## config.mk

```make
export PLATFORM = sky130hd
export DESIGN_NAME = selective_repeat_sender_window
export DESIGN_NICKNAME = d
export VERILOG_FILES = /design/src/rtl/core/srsw_pkg.sv /design/src/rtl/core/srsw_datapath.sv /design/src/rtl/core/srsw_ctrl.sv /design/src/rtl/core/selective_repeat_sender_window.sv
export SDC_FILE = /design/constraint.sdc
export NUM_CORES = 1
export LEC_CHECK = 0
export BUFFER_PORTS_ARGS = -buffer_cell sky130_fd_sc_hd__buf_4
export CORE_MARGIN = 5
export CORE_UTILIZATION = 35
export CTS_BUF_LIST = sky130_fd_sc_hd__clkbuf_4 sky130_fd_sc_hd__clkbuf_8 sky130_fd_sc_hd__clkbuf_16
export DETAILED_ROUTE_END_ITERATION = 16
export SYNTH_ARGS = -nofsm -noshare
export SYNTH_HDL_FRONTEND = slang
export SYNTH_HIERARCHICAL = 1
export SYNTH_SLANG_ARGS = --single-unit
```

## constraint.sdc

```tcl
create_clock -name clk -period 9.5 [get_ports clk]
set_input_delay 0.475 -clock clk [delete_from_list [all_inputs] [get_ports clk]]
set_output_delay 0.475 -clock clk [all_outputs]
set_load 0.05 [all_outputs]
```

## src/rtl/core/srsw_pkg.sv

```systemverilog
`timescale 1ns / 1ps

package srsw_pkg;

  localparam int CMD_W   = 2;
  localparam int SEQ_W   = 4;
  localparam int ATT_W   = 4;
  localparam int PEND_W  = 5;
  localparam int KIND_W  = 3;
  localparam int TIMER_W = 16;
  localparam int WIN_W   = 4;
  localparam int RETRY_W = 4;
  localparam int CFG_IDX_W = 2;

  localparam logic [CMD_W-1:0] CMD_GENERATE = 2'd0;
  localparam logic [CMD_W-1:0] CMD_ACK      = 2'd1;
  localparam logic [CMD_W-1:0] CMD_TICK     = 2'd2;

  localparam logic [CFG_IDX_W-1:0] REG_WINDOW_SIZE   = 2'd0;
  localparam logic [CFG_IDX_W-1:0] REG_BUFFER_LIMIT  = 2'd1;
  localparam logic [CFG_IDX_W-1:0] REG_TIMEOUT_TICKS = 2'd2;
  localparam logic [CFG_IDX_W-1:0] REG_RETRY_LIMIT   = 2'd3;

  typedef enum logic [KIND_W-1:0] {
    KIND_QUEUED,
    KIND_SENT,
    KIND_RESENT,
    KIND_ACK_TAKEN,
    KIND_ACK_IGNORED,
    KIND_FULL,
    KIND_GIVE_UP,
    KIND_IDLE
  } kind_t;

  // effective (clamped) configuration
  typedef struct packed {
    logic [WIN_W-1:0]   window;
    logic [PEND_W-1:0]  buffer;
    logic [TIMER_W-1:0] timeout;
    logic [RETRY_W-1:0] retry;
  } cfg_eff_t;

  typedef enum logic [3:0] {
    OP_NONE,
    OP_LATCH,
    OP_GEN_FULL,
    OP_GEN_ADMIT,
    OP_SEND,
    OP_ACK_READ,
    OP_ACK_TAKE,
    OP_ACK_IGNORE,
    OP_SLIDE_READ,
    OP_SLIDE_CLEAR,
    OP_SCAN_READ,
    OP_SCAN_SKIP,
    OP_SCAN_DEC,
    OP_SCAN_RESEND,
    OP_SCAN_ABORT,
    OP_FINISH
  } dp_op_t;

  typedef struct packed {
    logic emit_ok;
    logic out_free;
    logic aborted;
    logic full;
    logic send_ok;
    logic ack_ok;
    logic slide_ok;
    logic rd_mark;
    logic scan_done;
    logic timer_gt1;
    logic at_limit;
  } dp_status_t;

endpackage

```

## src/rtl/core/srsw_datapath.sv

```systemverilog
`timescale 1ns / 1ps

module srsw_datapath import srsw_pkg::*; #(
  parameter int SEQ_COUNT = 16
) (
  input  logic                clk,
  input  logic                rst,
  input  dp_op_t              op,
  input  cfg_eff_t            cfg,
  input  logic [SEQ_W-1:0]    ack_seq,
  output dp_status_t          status,
  output logic                out_valid,
  input  logic                out_ready,
  output kind_t               out_kind,
  output logic [SEQ_W-1:0]    out_seq,
  output logic [ATT_W-1:0]    out_attempt,
  output logic [PEND_W-1:0]   out_outstanding,
  output logic                out_last
);

  localparam int SW = $clog2(SEQ_COUNT);
  localparam int CW = $clog2(SEQ_COUNT + 1);

  typedef struct packed {
    logic               mark;
    logic [ATT_W-1:0]   tries;
    logic [TIMER_W-1:0] timer;
  } slot_t;

  // (a - b) mod SEQ_COUNT
  function automatic logic [SW-1:0] ring_dist(input logic [SW-1:0] a,
                                              input logic [SW-1:0] b);
    logic [SW:0] d;
    d = {1'b0, a} - {1'b0, b};
    if (a < b) begin
      d = d + (SW+1)'(SEQ_COUNT);
    end
    return d[SW-1:0];
  endfunction

  function automatic logic [SW-1:0] inc(input logic [SW-1:0] a);
    return (a == SW'(SEQ_COUNT - 1)) ? '0 : a + 1'b1;
  endfunction

  // ack number modulo SEQ_COUNT; at most three subtractions for SEQ_COUNT >= 4
  function automatic logic [SW-1:0] slot_of(input logic [SEQ_W-1:0] a);
    logic [8:0] v;
    v = 9'(a);
    for (int k = 0; k < 4; k++) begin
      if (v >= 9'(SEQ_COUNT)) begin
        v = v - 9'(SEQ_COUNT);
      end
    end
    return v[SW-1:0];
  endfunction

  function automatic logic [SEQ_W-1:0] to_seq(input logic [SW-1:0] s);
    logic [SW+SEQ_W-1:0] t;
    t = {{SEQ_W{1'b0}}, s};
    return t[SEQ_W-1:0];
  endfunction

  slot_t mem [SEQ_COUNT];
  slot_t rd_data;

  logic [SW-1:0]     next_new, base, nts, ack_slot, scan_ptr;
  logic [SW-1:0]     next_new_next, base_next, nts_next;
  logic [PEND_W-1:0] pending, pending_next;
  logic              aborted, aborted_next;
  logic [CW-1:0]     scan_rem;

  logic              held_v;
  kind_t             held_kind;
  logic [SEQ_W-1:0]  held_seq;
  logic [ATT_W-1:0]  held_att;
  logic [PEND_W-1:0] held_outst;

  logic              wr_en, rd_en;
  logic [SW-1:0]     wr_addr, rd_addr;
  slot_t             wr_data;
  logic              emit, finish, latch, scan_step;
  kind_t             e_kind;
  logic [SEQ_W-1:0]  e_seq;
  logic [ATT_W-1:0]  e_att;

  logic [SW-1:0]     off_new;
  logic [CW-1:0]     adm_span, sent_span;
  logic              out_free, load_out;

  assign off_new   = ring_dist(next_new, base);
  assign adm_span  = (off_new == '0 && pending != '0) ? CW'(SEQ_COUNT) : CW'(off_new);
  assign sent_span = (nts == next_new) ? adm_span : CW'(ring_dist(nts, base));

  assign out_free = !out_valid || out_ready;
  assign load_out = (emit && held_v) || finish;

  always_comb begin
    status.emit_ok   = !held_v || out_free;
    status.out_free  = out_free;
    status.aborted   = aborted;
    status.full      = (pending >= cfg.buffer) || (next_new == base && pending != '0);
    status.send_ok   = (nts != next_new) &&
                       ((SW+WIN_W)'(ring_dist(nts, base)) < (SW+WIN_W)'(cfg.window));
    status.ack_ok    = (CW'(ring_dist(ack_slot, base)) < sent_span) && !rd_data.mark;
    status.slide_ok  = (base != nts);
    status.rd_mark   = rd_data.mark;
    status.scan_done = (scan_rem == '0);
    status.timer_gt1 = (rd_data.timer > TIMER_W'(1));
    status.at_limit  = (rd_data.tries >= cfg.retry);
  end

  always_comb begin
    next_new_next = next_new;
    base_next     = base;
    nts_next      = nts;
    pending_next  = pending;
    aborted_next  = aborted;
    wr_en         = 1'b0;
    wr_addr       = next_new;
    wr_data       = '0;
    rd_en         = 1'b0;
    rd_addr       = ack_slot;
    emit          = 1'b0;
    finish        = 1'b0;
    latch         = 1'b0;
    scan_step     = 1'b0;
    e_kind        = KIND_IDLE;
    e_seq         = '0;
    e_att         = '0;
    unique case (op)
      OP_NONE: begin
      end
      OP_LATCH: begin
        latch = 1'b1;
      end
      OP_GEN_FULL: begin
        emit   = 1'b1;
        e_kind = KIND_FULL;
        e_seq  = to_seq(next_new);
      end
      OP_GEN_ADMIT: begin
        wr_en         = 1'b1;
        wr_addr       = next_new;
        next_new_next = inc(next_new);
        pending_next  = pending + 1'b1;
        emit          = 1'b1;
        e_kind        = KIND_QUEUED;
        e_seq         = to_seq(next_new);
      end
      OP_SEND: begin
        // a slot is sent for the first time once, so tries goes 0 -> 1
        wr_en         = 1'b1;
        wr_addr       = nts;
        wr_data.tries = ATT_W'(1);
        wr_data.timer = cfg.timeout;
        nts_next      = inc(nts);
        emit          = 1'b1;
        e_kind        = KIND_SENT;
        e_seq         = to_seq(nts);
        e_att         = ATT_W'(1);
      end
      OP_ACK_READ: begin
        rd_en   = 1'b1;
        rd_addr = ack_slot;
      end
      OP_ACK_TAKE: begin
        wr_en         = 1'b1;
        wr_addr       = ack_slot;
        wr_data.mark  = 1'b1;
        wr_data.tries = rd_data.tries;
        pending_next  = pending - 1'b1;
        emit          = 1'b1;
        e_kind        = KIND_ACK_TAKEN;
        e_seq         = to_seq(ack_slot);
        e_att         = rd_data.tries;
      end
      OP_ACK_IGNORE: begin
        emit   = 1'b1;
        e_kind = KIND_ACK_IGNORED;
        e_seq  = to_seq(ack_slot);
      end
      OP_SLIDE_READ: begin
        rd_en   = 1'b1;
        rd_addr = base;
      end
      OP_SLIDE_CLEAR: begin
        wr_en     = 1'b1;
        wr_addr   = base;
        base_next = inc(base);
      end
      OP_SCAN_READ: begin
        rd_en   = 1'b1;
        rd_addr = scan_ptr;
      end
      OP_SCAN_SKIP: begin
        scan_step = 1'b1;
      end
      OP_SCAN_DEC: begin
        wr_en         = 1'b1;
        wr_addr       = scan_ptr;
        wr_data.tries = rd_data.tries;
        wr_data.timer = rd_data.timer - 1'b1;
        scan_step     = 1'b1;
      end
      OP_SCAN_RESEND: begin
        wr_en         = 1'b1;
        wr_addr       = scan_ptr;
        wr_data.tries = rd_data.tries + 1'b1;
        wr_data.timer = cfg.timeout;
        scan_step     = 1'b1;
        emit          = 1'b1;
        e_kind        = KIND_RESENT;
        e_seq         = to_seq(scan_ptr);
        e_att         = rd_data.tries + 1'b1;
      end
      OP_SCAN_ABORT: begin
        aborted_next = 1'b1;
        emit         = 1'b1;
        e_kind       = KIND_GIVE_UP;
        e_seq        = to_seq(scan_ptr);
        e_att        = rd_data.tries;
      end
      OP_FINISH: begin
        finish = 1'b1;
      end
      default: begin
      end
    endcase
  end

  // slot state memory: one write, one registered read per cycle
  always_ff @(posedge clk) begin
    if (wr_en) begin
      mem[wr_addr] <= wr_data;
    end
    if (rd_en) begin
      rd_data <= mem[rd_addr];
    end
  end

  always_ff @(posedge clk) begin
    if (rst) begin
      next_new  <= '0;
      base      <= '0;
      nts       <= '0;
      pending   <= '0;
      aborted   <= 1'b0;
      held_v    <= 1'b0;
      out_valid <= 1'b0;
    end else begin
      next_new <= next_new_next;
      base     <= base_next;
      nts      <= nts_next;
      pending  <= pending_next;
      aborted  <= aborted_next;
      if (emit) begin
        held_v <= 1'b1;
      end else if (finish) begin
        held_v <= 1'b0;
      end
      if (load_out) begin
        out_valid <= 1'b1;
      end else if (out_ready) begin
        out_valid <= 1'b0;
      end
    end
  end

  always_ff @(posedge clk) begin
    if (latch) begin
      ack_slot <= slot_of(ack_seq);
      scan_ptr <= base;
      scan_rem <= sent_span;
    end else if (scan_step) begin
      scan_ptr <= inc(scan_ptr);
      scan_rem <= scan_rem - 1'b1;
    end
    if (emit) begin
      held_kind  <= e_kind;
      held_seq   <= e_seq;
      held_att   <= e_att;
      held_outst <= pending_next;
    end
    // the held beat goes out only once it is known whether it ends the item
    if (load_out) begin
      out_last <= finish;
      if (held_v) begin
        out_kind        <= held_kind;
        out_seq         <= held_seq;
        out_attempt     <= held_att;
        out_outstanding <= held_outst;
      end else begin
        out_kind        <= KIND_IDLE;
        out_seq         <= '0;
        out_attempt     <= '0;
        out_outstanding <= pending;
      end
    end
  end

endmodule

```

## src/rtl/core/srsw_ctrl.sv

```systemverilog
`timescale 1ns / 1ps

module srsw_ctrl import srsw_pkg::*; (
  input  logic             clk,
  input  logic             rst,
  input  logic             in_valid,
  input  logic [CMD_W-1:0] in_command,
  output logic             in_ready,
  input  dp_status_t       status,
  output dp_op_t           op
);

  typedef enum logic [3:0] {
    ST_IDLE,
    ST_GEN,
    ST_ACK_RD,
    ST_ACK_CHK,
    ST_SLIDE_RD,
    ST_SLIDE_CHK,
    ST_SEND,
    ST_SCAN_RD,
    ST_SCAN_CHK,
    ST_FIN
  } state_t;

  state_t state, state_next;

  always_comb begin
    state_next = state;
    op         = OP_NONE;
    unique case (state)
      ST_IDLE: begin
        if (in_valid) begin
          op = OP_LATCH;
          if (status.aborted) begin
            state_next = ST_FIN;
          end else begin
            unique case (in_command)
              CMD_GENERATE: state_next = ST_GEN;
              CMD_ACK:      state_next = ST_ACK_RD;
              CMD_TICK:     state_next = ST_SCAN_RD;
              default:      state_next = ST_FIN;
            endcase
          end
        end
      end
      ST_GEN: begin
        if (status.emit_ok) begin
          if (status.full) begin
            op         = OP_GEN_FULL;
            state_next = ST_FIN;
          end else begin
            op         = OP_GEN_ADMIT;
            state_next = ST_SEND;
          end
        end
      end
      ST_ACK_RD: begin
        op         = OP_ACK_READ;
        state_next = ST_ACK_CHK;
      end
      ST_ACK_CHK: begin
        if (status.emit_ok) begin
          if (status.ack_ok) begin
            op         = OP_ACK_TAKE;
            state_next = ST_SLIDE_RD;
          end else begin
            op         = OP_ACK_IGNORE;
            state_next = ST_FIN;
          end
        end
      end
      ST_SLIDE_RD: begin
        if (status.slide_ok) begin
          op         = OP_SLIDE_READ;
          state_next = ST_SLIDE_CHK;
        end else begin
          state_next = ST_SEND;
        end
      end
      ST_SLIDE_CHK: begin
        if (status.rd_mark) begin
          op         = OP_SLIDE_CLEAR;
          state_next = ST_SLIDE_RD;
        end else begin
          state_next = ST_SEND;
        end
      end
      ST_SEND: begin
        if (!status.send_ok) begin
          state_next = ST_FIN;
        end else if (status.emit_ok) begin
          op = OP_SEND;
        end
      end
      ST_SCAN_RD: begin
        if (status.scan_done) begin
          state_next = ST_FIN;
        end else begin
          op         = OP_SCAN_READ;
          state_next = ST_SCAN_CHK;
        end
      end
      ST_SCAN_CHK: begin
        if (status.rd_mark) begin
          op         = OP_SCAN_SKIP;
          state_next = ST_SCAN_RD;
        end else if (status.timer_gt1) begin
          op         = OP_SCAN_DEC;
          state_next = ST_SCAN_RD;
        end else if (status.emit_ok) begin
          if (status.at_limit) begin
            op         = OP_SCAN_ABORT;
            state_next = ST_FIN;
          end else begin
            op         = OP_SCAN_RESEND;
            state_next = ST_SCAN_RD;
          end
        end
      end
      ST_FIN: begin
        if (status.out_free) begin
          op         = OP_FINISH;
          state_next = ST_IDLE;
        end
      end
      default: begin
        state_next = ST_IDLE;
      end
    endcase
  end

  always_ff @(posedge clk) begin
    if (rst) begin
      state    <= ST_IDLE;
      in_ready <= 1'b1;
    end else begin
      state    <= state_next;
      in_ready <= (state_next == ST_IDLE);
    end
  end

endmodule

```

## src/rtl/core/selective_repeat_sender_window.sv

```systemverilog
`timescale 1ns / 1ps

// Selective-repeat ARQ sender window. Each input beat carries a command in
// s_axis_tuser (generate, ack, tick; code 3 is a no-op) and, for acks, the
// acknowledged sequence number in s_axis_tdata. The block answers every input
// beat with one or more result beats on the m_axis side; the final one of an
// item has tlast set. Items are handled one at a time. Per-slot state (ack mark,
// try count, countdown timer) sits in a memory with one write port and one
// registered read port. A generate reports a full buffer or admits the packet
// and then sends while the window allows; an ack reads its slot and is either
// ignored or taken, and a taken ack reads the base slot and slides the base
// over acked slots before it sends; a tick reads each sent slot (at most the
// window, 8) and counts it down, resends it or gives up. Every item also passes
// through an idle state that accepts it and a closing state (an idle answer
// needs only these two). The longest item is an ack that slides the base over a
// full window of 8 and then sends 8, plus any output stalls. The slot memory
// needs no clearing after reset: a slot is cleared when it is admitted, and
// nothing relies on a slot's contents before that. Config writes are taken
// at any time but are only meant to happen while no item is in flight.
module selective_repeat_sender_window import srsw_pkg::*; #(
  parameter int SEQ_COUNT = 16
) (
  input  logic                 clk,
  input  logic                 rst,
  // input item
  input  logic                 s_axis_tvalid,
  output logic                 s_axis_tready,
  input  logic [7:0]           s_axis_tdata,   // [3:0] ack_seq, [7:4] zero
  input  logic [CMD_W-1:0]     s_axis_tuser,   // [1:0] command
  // result item
  output logic                 m_axis_tvalid,
  input  logic                 m_axis_tready,
  output logic [15:0]          m_axis_tdata,   // [3:0] seq, [7:4] attempt,
                                               // [12:8] outstanding, [15:13] zero
  output logic [KIND_W-1:0]    m_axis_tuser,   // [2:0] kind
  output logic                 m_axis_tlast,
  // config writes
  input  logic                 cfg_valid,
  output logic                 cfg_ready,
  input  logic [CFG_IDX_W-1:0] cfg_index,
  input  logic [15:0]          cfg_data
);

  // Clamp limits that follow from the sequence space size.
  localparam int WCAP = (SEQ_COUNT / 2 < 8) ? SEQ_COUNT / 2 : 8;
  localparam int BCAP = (SEQ_COUNT < 16) ? SEQ_COUNT : 16;

  logic [WIN_W-1:0]   win_size;
  logic [PEND_W-1:0]  buffer_limit;
  logic [TIMER_W-1:0] timeout_ticks;
  logic [RETRY_W-1:0] retry_limit;

  cfg_eff_t   cfg_eff;
  dp_op_t     op;
  dp_status_t status;
  kind_t      out_kind;
  logic [SEQ_W-1:0]  out_seq;
  logic [ATT_W-1:0]  out_attempt;
  logic [PEND_W-1:0] out_outstanding;

  assign cfg_ready = 1'b1;

  always_ff @(posedge clk) begin
    if (rst) begin
      win_size      <= WIN_W'(4);
      buffer_limit  <= PEND_W'(8);
      timeout_ticks <= TIMER_W'(300);
      retry_limit   <= RETRY_W'(9);
    end else if (cfg_valid && cfg_ready) begin
      unique case (cfg_index)
        REG_WINDOW_SIZE:   win_size      <= cfg_data[WIN_W-1:0];
        REG_BUFFER_LIMIT:  buffer_limit  <= cfg_data[PEND_W-1:0];
        REG_TIMEOUT_TICKS: timeout_ticks <= cfg_data[TIMER_W-1:0];
        REG_RETRY_LIMIT:   retry_limit   <= cfg_data[RETRY_W-1:0];
        default: begin
        end
      endcase
    end
  end

  // Effective settings: window 0 acts as 1 and saturates at WCAP, buffer
  // saturates at BCAP, a zero timeout acts as one tick.
  always_comb begin
    cfg_eff.window = (win_size == '0) ? WIN_W'(1) : win_size;
    if (cfg_eff.window > WIN_W'(WCAP)) begin
      cfg_eff.window = WIN_W'(WCAP);
    end
    cfg_eff.buffer  = (buffer_limit > PEND_W'(BCAP)) ? PEND_W'(BCAP) : buffer_limit;
    cfg_eff.timeout = (timeout_ticks == '0) ? TIMER_W'(1) : timeout_ticks;
    cfg_eff.retry   = retry_limit;
  end

  srsw_ctrl u_ctrl (
    .clk        (clk),
    .rst        (rst),
    .in_valid   (s_axis_tvalid),
    .in_command (s_axis_tuser),
    .in_ready   (s_axis_tready),
    .status     (status),
    .op         (op)
  );

  srsw_datapath #(
    .SEQ_COUNT (SEQ_COUNT)
  ) u_datapath (
    .clk             (clk),
    .rst             (rst),
    .op              (op),
    .cfg             (cfg_eff),
    .ack_seq         (s_axis_tdata[SEQ_W-1:0]),
    .status          (status),
    .out_valid       (m_axis_tvalid),
    .out_ready       (m_axis_tready),
    .out_kind        (out_kind),
    .out_seq         (out_seq),
    .out_attempt     (out_attempt),
    .out_outstanding (out_outstanding),
    .out_last        (m_axis_tlast)
  );

  assign m_axis_tuser = out_kind;
  assign m_axis_tdata = {3'b000, out_outstanding, out_attempt, out_seq};

endmodule
```

==> flow_summary_export.csv <==
group,metric,value,unit
timing,drv_slew,0,
hold_path,hp-class,"in -> reg",
critical_path,path_cells,"inv_1, ha_1, nor2b_1, o21ai_0, nor3b_1, nor3_1, a21oi_1, ha_1, o21a_1, o2bb2ai_1, nand2_1, o21ai_0, o21ai_2, buf_4, nor3b_2, mux2i_4, nand2_1, o221ai_1, nor3_1, or4_1",
clock_tree,cts.root.buffer_cell,"clkbuf_16",
critical_path,required,9.82,ns
die,coreArea,58690,um2
detailed_routing,vias_per_cell,5.441,
critical_path,worst_path_max_delay_cell,"mux2i_4",
clock_tree,cts_buffers,45,
clock_tree,htree_levels,2,
placed_design,dp_hpwl,32990,um
job,max_cap_violations,0,
synth,synth_area,20590,um2
detailed_routing,wl_per_cell,20.14,um
synth,ys.flop_type,"edfxtp_1",
pwr,pwr-share-seq,0.395,
layout,area_growth,13.24,%
critical_path,worst_path_dominant_cell_family,"simple AND/OR/NAND/NOR gates",
die,die_x,252.6,um
synth,synth_area_per_cell,12.11,um2
grt,grt_max_degree,64,
critical_path,max_stage_delay,0.93,ns
synth,synthCells,1700,
critical_path,criticalPathCategory,"reg -> reg",
die,rows,89,
synth,async_flop_share,0,
timing,setup_viol,0,
timing,worstMarginPinSlew,1.348,ns
pwr,swShare,0.3789,
clock_tree,hold_buffers,0,
clock_tree,clock_latency,0.61,ns
pwr,power.switching,0.002948,W
synth,seq_area_frac_synth,0.6402,
detailed_routing,first_pass_iters,5,
timing,relSlewSlack,0.1013,
layout,stdcell_count,2524,
timing,grt_setup_unrepaired,"no",
timing,fin_tns_setup,0,ns
timing,finalCritPeriodShare,0.7489,
synth,synth-edff-count,403,
die,dieArea,63790,um2
grt,grtUsageTotal,0.1549,
die,ios,56,
synth,yosysWarnings,6,
timing,fin_crit,7.115,ns
critical_path,reg2reg_depth,20,
pwr,power_leakage,8.147,nW
critical_path,cp-end-kind,"flip-flop",
synth,yosysTopAreaCellShare,0.5877,
layout,layout-drive-gt1-share,0.1268,
critical_path,rrSetupSlack,2.39,ns
pwr,peakVddDrop,164.5,uV
layout,final_nets,1791,
placed_design,dpl.cell_count,2441,
layout,fill_cells,5435,
synth,synth_area_leaders,"edfxtp_1 (59%), dfxtp_1 (5.2%), nand2_1 (3.3%)",
clock_tree,cts_sinks,457,
grt,grt_overflow,0,
synth,synth_cell_type_count,77,
grt,grt_pass1_wl,78100,um
timing,finalHoldViolations,0,
die,start_util,0.3509,
pwr,powerDensity,333.7,nW/um2
critical_path,critPathCapture,"u_datapath/rd_data[7]",
critical_path,arrival,7.44,ns
clock_tree,cts_resized,0,
grt,antenna_found_initial,0,
synth,ys_ff_latch,457,
detailed_routing,totalWireLength,50830,um
placed_design,gp_congestion,0.8454,
pwr,p_comb_frac,0.369,
critical_path,path_buf_inv,2,
layout,antennaDiodeCount,0,
die,dieHeight,252.6,um
critical_path,cp-startpoint,"u_datapath/base[1]",
clock_tree,clk_pin_slew_worst_paths,0.06,ns
pwr,clkPwrFrac,0.236,
layout,multi_input_area,6753,um2
clock_tree,cts_setup_buffers,0,
synth,synth_top_area_cell,"edfxtp_1",
status,outcome,"finished, final reports clean",
detailed_routing,drt.antenna.violating_nets,0,
critical_path,r2r_start,"u_datapath/base[1]",
detailed_routing,drt_first_iter_violations,1026,
clock_tree,cts.path.max_buffers,3,
grt,grt_pass1_vias,13020,
timing,fin_skew,0.05481,ns
detailed_routing,route.vias.total,13730,
detailed_routing,drc,0,
layout,register_area,13180,um2
pwr,internal-power,0.004833,W
critical_path,critPathMaxFanout,32,
placed_design,port_buffers,47,
clock_tree,cts_tree,"done",
timing,max_clock_freq,0.1406,GHz
critical_path,path_depth,20,
critical_path,r2r-end,"u_datapath/rd_data[7]",
critical_path,start_kind,"flip-flop",
pwr,total_power,0.007781,W
==> synth_stat cells, drive strengths merged (4+ instances only) <==
master	instances
a211o	6
a211oi	24
a21boi	4
a21o	7
a21oi	101
a31oi	12
and2	12
and3	26
buf	37
clkbuf	91
dfxtp	54
edfxtp	403
fa	4
ha	39
inv	44
mux2	12
mux2i	31
nand2	182
nand2b	17
nand3	37
nand3b	12
nor2	121
nor2b	28
nor3	33
nor3b	10
nor4	49
o21a	5
o21ai	52
o221ai	21
o22a	21
o22ai	63
or2	4
or3	23
or3b	4
or4	27
xnor2	27
xor2	11
==> worst register-to-register path: stages, from the launching register on <==
cell,delay (ns)
dfxtp_1,0.53
inv_1,0.27
ha_1,0.36
nor2b_1,0.13
o21ai_0,0.20
nor3b_1,0.27
nor3_1,0.08
a21oi_1,0.20
ha_1,0.27
o21a_1,0.18
o2bb2ai_1,0.13
nand2_1,0.10
o21ai_0,0.15
o21ai_2,0.08
buf_4,0.24
nor3b_2,0.77
mux2i_4,0.94
nand2_1,0.79
o221ai_1,0.46
nor3_1,0.11
or4_1,0.60
==> metrics by stage <==
stage | instance area, um2 | util | setup slack [ns] | hold WS, ns
6_report | 23320 | 0.3974 | 2.385 | 0.09128
5_1_grt | 23320 | 0.3974 | 1.709 | 0.07169
4_1_cts | 23320 | 0.3974 | 2.356 | 0.06158
3_5_place_dp | 21770 | 0.3710 | 2.378 | 0.4461
3_3_place_gp | 21770 | 0.3710 | 2.465 | 0.4445
2_1_floorplan | 20600 | - | 3.628 | 0.4273
==> worst min path at each step <==
stage                          startpoint          endpoint  slack (ns)  cells after the start
after global placement    buffer_limit[3]   buffer_limit[3]        0.44                      1
after CTS                     cfg_data[8]  timeout_ticks[8]        0.06                      3
after floorplan           buffer_limit[3]   buffer_limit[3]        0.43                      1
final                         cfg_data[5]  timeout_ticks[5]        0.09                      3
after detailed placement  buffer_limit[3]   buffer_limit[3]        0.45                      1
after global routing          cfg_data[8]  timeout_ticks[8]        0.07                      3
==> area by class of cell <==
class,count,share of cell area
inverters,44,0.007083
well taps,773,0.04148
clock buffers,52,0.05054
repair buffers,94,0.03026
flip-flops and latches,457,0.5653
multi-input cells,1073,0.2896
clock inverters,31,0.01572
==> power by group through the flow <==
stage          combinational (W)  sequential (W)  clock (W)
2_1_floorplan            0.00199         0.00306          0
3_3_place_gp             0.00281         0.00310          0
4_1_cts                  0.00288         0.00308    0.00188
3_5_place_dp             0.00286         0.00312          0
5_1_grt                  0.00314         0.00312    0.00197
6_report                 0.00287         0.00308    0.00184
==> kinds of logic after synthesis <==
logic type	count (synthesis)	synth area share
simple gates	599	0.1481
flops	457	0.6402
compound gates	346	0.1083
buf+inv	172	0.03676
fa+ha+maj	43	0.02759
mux	43	0.02260
xor+xnor	38	0.01616
other cells	2	0.0003647
==> flip-flops by register name, indices dropped and copies added, names as in the netlist, 5 cells and up <==
register                    flops
u_datapath/rd_data             20
u_datapath/pending              5
u_datapath/held_outst           5
buffer_limit                    5
u_datapath/mem                336
u_datapath/out_outstanding      5
u_datapath/scan_rem             5
timeout_ticks                  16
==> routing by layer <==
metal	share of wire	routed length, um	global-route usage	vias up
met1	0.44	22500	0.2187	6776
met4	0.023	1154	0.04420	0
met5	0	0	0	-
met2	0.46	23630	0.2470	474
li1	-	-	-	6405
met3	0.070	3545	0.02768	78
==> layout by cell type (no fill, tap or decap), drive strengths merged, types with 49 or more instances in the layout <==
| master | count |
|---|---|
| o21ai | 52 |
| nor4 | 49 |
| dfxtp | 54 |
| buf | 94 |
| edfxtp | 403 |
| nand2 | 182 |
| o22ai | 63 |
| a21oi | 101 |
| clkbuf | 52 |
| nor2 | 121 |
Note: power is estimated with default switching activity, not from simulation.
